--- config.mk ---
export PLATFORM = sky130hd
export DESIGN_NAME = bpa_ram
export DESIGN_NICKNAME = d
export VERILOG_FILES = /design/src/design/bpa_ram.sv
export SDC_FILE = /design/constraint.sdc
export NUM_CORES = 1
export LEC_CHECK = 0
export BUFFER_PORTS_ARGS = -buffer_cell sky130_fd_sc_hd__buf_2
export CORE_MARGIN = 2
export CORE_UTILIZATION = 40
export DETAILED_ROUTE_END_ITERATION = 10
export GPL_ROUTABILITY_DRIVEN = 0
export GPL_TIMING_DRIVEN = 0
export PLACE_DENSITY = 0.53
export SETUP_SLACK_MARGIN = 0.1
export SYNTH_ARGS = -nofsm -noshare
export SYNTH_HDL_FRONTEND = slang
export SYNTH_SLANG_ARGS = --single-unit
--- constraint.sdc ---
create_clock -name i_clk -period 3.2 [get_ports i_clk]
set_clock_uncertainty 0.15 [all_clocks]
set_input_delay 0.96 -clock i_clk [delete_from_list [all_inputs] [get_ports i_clk]]
set_output_delay 0.96 -clock i_clk [all_outputs]
set_load 0.01 [all_outputs]
--- src/design/bpa_ram.sv ---
module bpa_ram #(
    parameter int WIDTH = 8,
    parameter int DEPTH = 16
) (
    input  logic                                     i_clk,
    input  logic                                     i_we,
    input  logic [((DEPTH > 1) ? $clog2(DEPTH) : 1)-1:0] i_waddr,
    input  logic [WIDTH-1:0]                         i_wdata,
    input  logic [((DEPTH > 1) ? $clog2(DEPTH) : 1)-1:0] i_raddr,
    output logic [WIDTH-1:0]                         o_rdata
);

    logic [WIDTH-1:0] mem [DEPTH];

    always_ff @(posedge i_clk) begin
        if (i_we) begin
            mem[i_waddr] <= i_wdata;
        end
        o_rdata <= mem[i_raddr];
    end

endmodule

==> results of run 1 <==
-- cells by family after synthesis --
family	share of synthesized area
flip-flops	0.7778
AND/OR/NAND/NOR	0.03184
multiplexers	0.1502
AO/OA/AOI/OAI	0.02334
buffers and inverters	0.01677
-- cells in the mapped netlist, drive strengths merged --
cell type,count,share of area
nor2b,1,0.0012
a22oi,16,0.023
mux4,32,0.15
and2,1,0.0012
and2b,1,0.0015
nand2b,2,0.0024
nand2,9,0.0066
nor3,4,0.0039
nor2,13,0.0095
clkdlybuf4s25,3,0.0058
edfxtp,128,0.75
nand3,1,0.00097
nand3b,2,0.0029
buf,7,0.011
dfxtp,8,0.031
or3b,1,0.0017
-- flip-flops by register name, indices dropped and copies added (netlist names) --
name,cells
o_rdata,8
mem,128
-- report_power, final --
group          leakage (nW)  switching (mW)  internal, mW
clock                 0.282           0.675          1.21
sequential             1.22         0.00966          1.99
combinational         0.517           0.116        0.0791
total                  2.02           0.801          3.28
-- worst register-to-register path, delay by kind of cell (launching register included) --
kind | cells | cell delay, ns
multiplexers | 1 | 0.55
AO/OA/AOI/OAI | 1 | 0.40
flip-flops | 1 | 0.36
AND/OR/NAND/NOR | 1 | 0.10
-- per-layer routing --
metal	up-vias	global-route usage	share of wire
met4	0	0.05648	0.0090
met5	-	0	0
met2	65	0.2368	0.48
met1	1199	0.2331	0.48
li1	1058	-	-
met3	7	0.04815	0.036
-- layout make-up --
| class | count | area, µm² |
|---|---|---|
| Buffer | 10 | 86.33 |
| Timing Repair Buffer | 24 | 120.1 |
| Multi-Input combinational cell | 83 | 1067 |
| Fill cell | 1022 | 6507 |
| Clock inverter | 11 | 131.4 |
| Clock buffer | 20 | 436.7 |
| Tap cell | 172 | 215.2 |
| Sequential cell | 136 | 4004 |
-- path summary, 6_finish.rpt --
kind	to	slack, ns	startpoint	cells past startpoint
worst max register to register	o_rdata[3]	1.52	mem[1][3]	3
worst min-delay path	o_rdata[3]	0.53	mem[15][3]	3
worst min register to register	o_rdata[3]	0.53	mem[15][3]	3
worst max-delay path	mem[0][7]	0.46	i_waddr[2]	3
-- through the flow --
stage | area [µm²] | TNS [ns] | hold slack (ns)
final | 6061 | 0 | 0.5303
after global placement | 5483 | 0 | 0.5140
after detailed placement | 5488 | -0.2376 | 0.5178
after CTS | 6056 | 0 | 0.5307
after floorplan | 5147 | 0 | 0.4793
after global routing | 6061 | 0 | 0.5677
==> flow_metrics.py, run 1 <==
metrics = {
    "layout": {
        "final_common_cell": "edfxtp_1",
        "nets": 290,
        "drive_gt1_frac": 0.2852,
        "layout_common_cells": "128 x edfxtp_1, 27 x buf_2, 18 x mux4_2",
        "finish.utilization": 0.4822,
        "stdcell_count": 456,
        "antenna_cells": 0,
        "syn_to_final_growth_pct": 17.74,
    },
    "synth": {
        "yosysSeqAreaShare": 0.7778,
        "synth_seq_cells": 136,
        "yosysWarnings": 0,
        "netlist_area_um2": 5147,
        "avgSynthCellArea_um2": 22.48,
        "postSynthCellCount": 229,
        "synth.distinct_cells": 19,
        "synth.net_count": 247,
    },
    "floorplanning": {
        "io_pins": 26,
        "die_x_um": 117.4,
        "dieArea_um2": 13790,
        "chipHeight_um": 117.4,
        "start_util": 0.4096,
        "rows": 41,
        "core_area_um2": 12570,
    },
    "grt": {
        "grt_max_degree": 17,
        "grt_util_all_layers": 0.1621,
        "overflow": 0,
        "grt_pass1_wl_um": 15520,
        "antenna_found_initial": 0,
        "grt_pass1_vias": 2393,
    },
    "sta": {
        "worst_slew_margin_rel": 0.1208,
        "worst_slack_ns": 0.4561,
        "hold_viol_final": 0,
        "rsz0062_at_grt": "no",
        "period_needed_ns": 2.744,
        "slew_violations": 0,
        "period_share": 0.8575,
        "worst_pin_slew_ns": 1.309,
        "setup_violations": 0,
        "fmax_mhz": 364.4,
    },
    "setup_path": {
        "cpPeakStageDelay_ns": 1.01,
        "crit_buf_inv": 1,
        "crit_chain": "buf_2 -> or3b_2 -> nor3_1",
        "worst-endpoint-arrival_ns": 2.61,
        "cp_slowest_cell": "nor3_1",
        "crit_type": "input pin to flip-flop",
        "crit_path_start_kind": "input pin",
        "crit_fanout": 8,
        "critPathTopFamily": "simple AND/OR/NAND/NOR gates",
        "cp_data_required_time_ns": 3.06,
        "critPathCaptureType": "flip-flop",
    },
    "cts": {
        "root_buffer": "clkbuf_16",
        "cts_tree": "done",
        "path_clk_slew_ns": 0.05,
        "cts_resized": 0,
        "cts_buffer_depth": 2,
        "htreeDepth": 4,
        "cts_setup_buffers": 0,
        "cts.hold.buffers_added": 0,
        "cts.sinks": 136,
        "numCtsBuffers": 17,
        "clk_latency_ns": 0.41,
    },
    "place": {
        "pre_cts_slack_ns": -0.03000,
        "placed_cells": 425,
        "portBuffers": 24,
        "dp_hpwl_um": 6538,
    },
    "power": {
        "p_per_area_nw_per_um2": 673.3,
        "power_leakage_nw": 2.023,
        "totalPowerFinal_mw": 4.081,
        "vdd.ir_drop.worst_mv": 0.3436,
    },
    "hold_path": {
        "worst_hold_path_type": "flip-flop to flip-flop",
    },
    "flow_run": {
        "drv_cap": 0,
    },
    "routing": {
        "vias": 2329,
        "avgViaCountPerCell": 5.107,
        "routed_wl_um": 10330,
        "ant_nets": 0,
        "drt-initial-drc-count": 238,
        "detail_route.first_pass.iterations": 6,
        "avgRoutedWirePerCell_um": 22.64,
        "post-route-drc-count": 0,
    },
    "status": {
        "outcome": "completed",
    },
}
No activity file was read; power rests on OpenSTA's default activity.
==> run 2: changes to the inputs <==
--- a/config.mk
+++ b/config.mk
@@ -8,11 +8,13 @@
 export BUFFER_PORTS_ARGS = -buffer_cell sky130_fd_sc_hd__buf_2
 export CORE_MARGIN = 2
 export CORE_UTILIZATION = 40
+export CTS_BUF_LIST = sky130_fd_sc_hd__clkbuf_8 sky130_fd_sc_hd__clkbuf_16
 export DETAILED_ROUTE_END_ITERATION = 10
 export GPL_ROUTABILITY_DRIVEN = 0
 export GPL_TIMING_DRIVEN = 0
 export PLACE_DENSITY = 0.53
 export SETUP_SLACK_MARGIN = 0.1
+export SLEW_MARGIN = 20
 export SYNTH_ARGS = -nofsm -noshare
 export SYNTH_HDL_FRONTEND = slang
 export SYNTH_SLANG_ARGS = --single-unit
==> run 2 against run 1 <==
Effect of this change:
- critical path depth unchanged
- global-route usage about the same
- wire length up 0.81%
- setup slack better by 0.34 ns
- first-iteration DRC count down 7.1%
- sequential cell count unchanged
- critical path type unchanged
- largest power group unchanged
- highest routed layer unchanged
==> flow_metrics.py, run 2 (synthesis gave the netlist of run 1 again) <==
metrics = {
    "status": {
        "outcome": "completed",
    },
    "cts": {
        "numCtsBuffers": 17,
        "clk_latency_ns": 0.41,
        "path_clk_slew_ns": 0.05,
        "cts_tree": "done",
        "cts_setup_buffers": 0,
        "cts_resized": 0,
        "htreeDepth": 4,
        "cts.hold.buffers_added": 0,
        "cts.sinks": 136,
        "root_buffer": "clkbuf_16",
        "cts_buffer_depth": 2,
    },
    "layout": {
        "largest_reg_flops": 128,
        "nets": 291,
        "top_register": "mem",
        "final_common_cell": "edfxtp_1",
        "drive_gt1_frac": 0.2947,
        "antenna_cells": 0,
        "finish.utilization": 0.4836,
        "stdcell_count": 457,
        "fin_area_um2": 6078,
        "syn_to_final_growth_pct": 18.08,
        "layout_common_cells": "128 x edfxtp_1, 27 x buf_2, 18 x mux4_2",
        "largestRegisters": "mem (128), o_rdata (8)",
    },
    "power": {
        "power_leakage_nw": 2.044,
        "totalPowerFinal_mw": 4.068,
        "vdd.ir_drop.worst_mv": 0.4003,
        "switching_share": 0.1961,
        "p_int_mw": 3.270,
        "seqPwrFrac": 0.492,
        "combPwrFrac": 0.048,
        "p_clk_frac": 0.459,
        "p_switching_uw": 797.7,
        "p_per_area_nw_per_um2": 669.3,
    },
    "floorplanning": {
        "chipHeight_um": 117.4,
        "core_area_um2": 12570,
        "dieArea_um2": 13790,
        "rows": 41,
        "die_x_um": 117.4,
        "io_pins": 26,
        "start_util": 0.4096,
    },
    "sta": {
        "fmax_mhz": 416.1,
        "worst_slew_margin_rel": 0.4209,
        "rsz0062_at_grt": "no",
        "period_share": 0.7511,
        "whs_ns": 0.5213,
        "period_needed_ns": 2.403,
        "setup_violations": 0,
        "tns_ns": 0,
        "hold_viol_final": 0,
        "worst_slack_ns": 0.7966,
        "worst_pin_slew_ns": 0.8654,
        "slew_violations": 0,
    },
    "grt": {
        "grt_pass1_wl_um": 15570,
        "overflow": 0,
        "antenna_found_initial": 0,
        "grt_pass1_vias": 2420,
        "grt_util_all_layers": 0.1625,
        "grt_max_degree": 17,
    },
    "setup_path": {
        "critPathLaunch": "i_waddr[2]",
        "crit_cells": 3,
        "crit_fanout": 8,
        "crit_type": "input pin to flip-flop",
        "cpPeakStageDelay_ns": 0.67,
        "worst-endpoint-arrival_ns": 2.28,
        "r2r.worst_path.cells": 3,
        "crit_chain": "buf_2 -> or3b_2 -> nor2_1",
        "critPathTopFamily": "simple AND/OR/NAND/NOR gates",
        "cp_data_required_time_ns": 3.08,
        "cp_slowest_cell": "nor2_1",
        "r2r_start": "mem[1][3]",
        "timing.rr.end": "o_rdata[3]",
        "crit_path_start_kind": "input pin",
        "crit_buf_inv": 1,
        "critPathCaptureType": "flip-flop",
        "r2r_slack_ns": 1.54,
        "crit_end": "mem[3][6]",
    },
    "routing": {
        "drt-initial-drc-count": 221,
        "avgViaCountPerCell": 5.035,
        "post-route-drc-count": 0,
        "detail_route.first_pass.iterations": 6,
        "avgRoutedWirePerCell_um": 22.78,
        "ant_nets": 0,
        "vias": 2301,
        "routed_wl_um": 10410,
    },
    "place": {
        "pre_cts_slack_ns": 0.3347,
        "placed_cells": 426,
        "portBuffers": 24,
        "dp_hpwl_um": 6613,
        "place_area_um2": 5510,
    },
    "hold_path": {
        "worst_hold_path_type": "flip-flop to flip-flop",
    },
    "flow_run": {
        "drv_cap": 0,
    },
}
run 2: cell count changes in the layout (fill, tap and decap cells not counted):
cell,before,now
buf_4,1,2
clkbuf_1,3,0
inv_1,0,3
nor3_1,2,0
nor3_2,2,4
run 2: metal layers:
metal	vias to the layer above	GRT usage	share of wire
met5	-	0	0
met4	0	0.05196	0.011
met3	9	0.04961	0.053
met2	55	0.2394	0.47
met1	1175	0.2330	0.47
li1	1062	-	-
run 2: how the worst min path moves through the flow:
stage                      end  slack (ns)        from  depth (start not counted)
floorplan           o_rdata[0]        0.48   mem[7][0]                          3
global placement    o_rdata[3]        0.51  mem[14][3]                          3
detailed placement  o_rdata[3]        0.52  mem[15][3]                          3
CTS                 o_rdata[3]        0.52  mem[15][3]                          3
global route        o_rdata[2]        0.57  mem[14][2]                          3
finish              o_rdata[3]        0.52  mem[15][3]                          3
run 2: tightest hold or removal path: cells and delay by family (launching register included):
kind	cells	cell delay [ns]
multiplexers	1	0.23
AO/OA/AOI/OAI	1	0.06
AND/OR/NAND/NOR	1	0.05
flip-flops	1	0.31
run 2: power by group through the flow:
stage          combinational, mW  sequential (mW)  clock [mW]
3_3_place_gp               0.196             2.04           0
4_1_cts                    0.201             2.00        1.90
3_5_place_dp               0.201             2.04           0
6_report                   0.197             2.00        1.87
5_1_grt                    0.213             2.01        1.99
2_1_floorplan              0.101             2.04           0
run 2: area by class of cell:
type	instances	area (µm²)
plain buffers	10	86.33
clock buffers	17	425.4
clock inverters	14	142.6
repair buffers	25	127.6
multi-input cells	83	1077
flip-flops and latches	136	4004
fillers	1018	6490
well taps	172	215.2
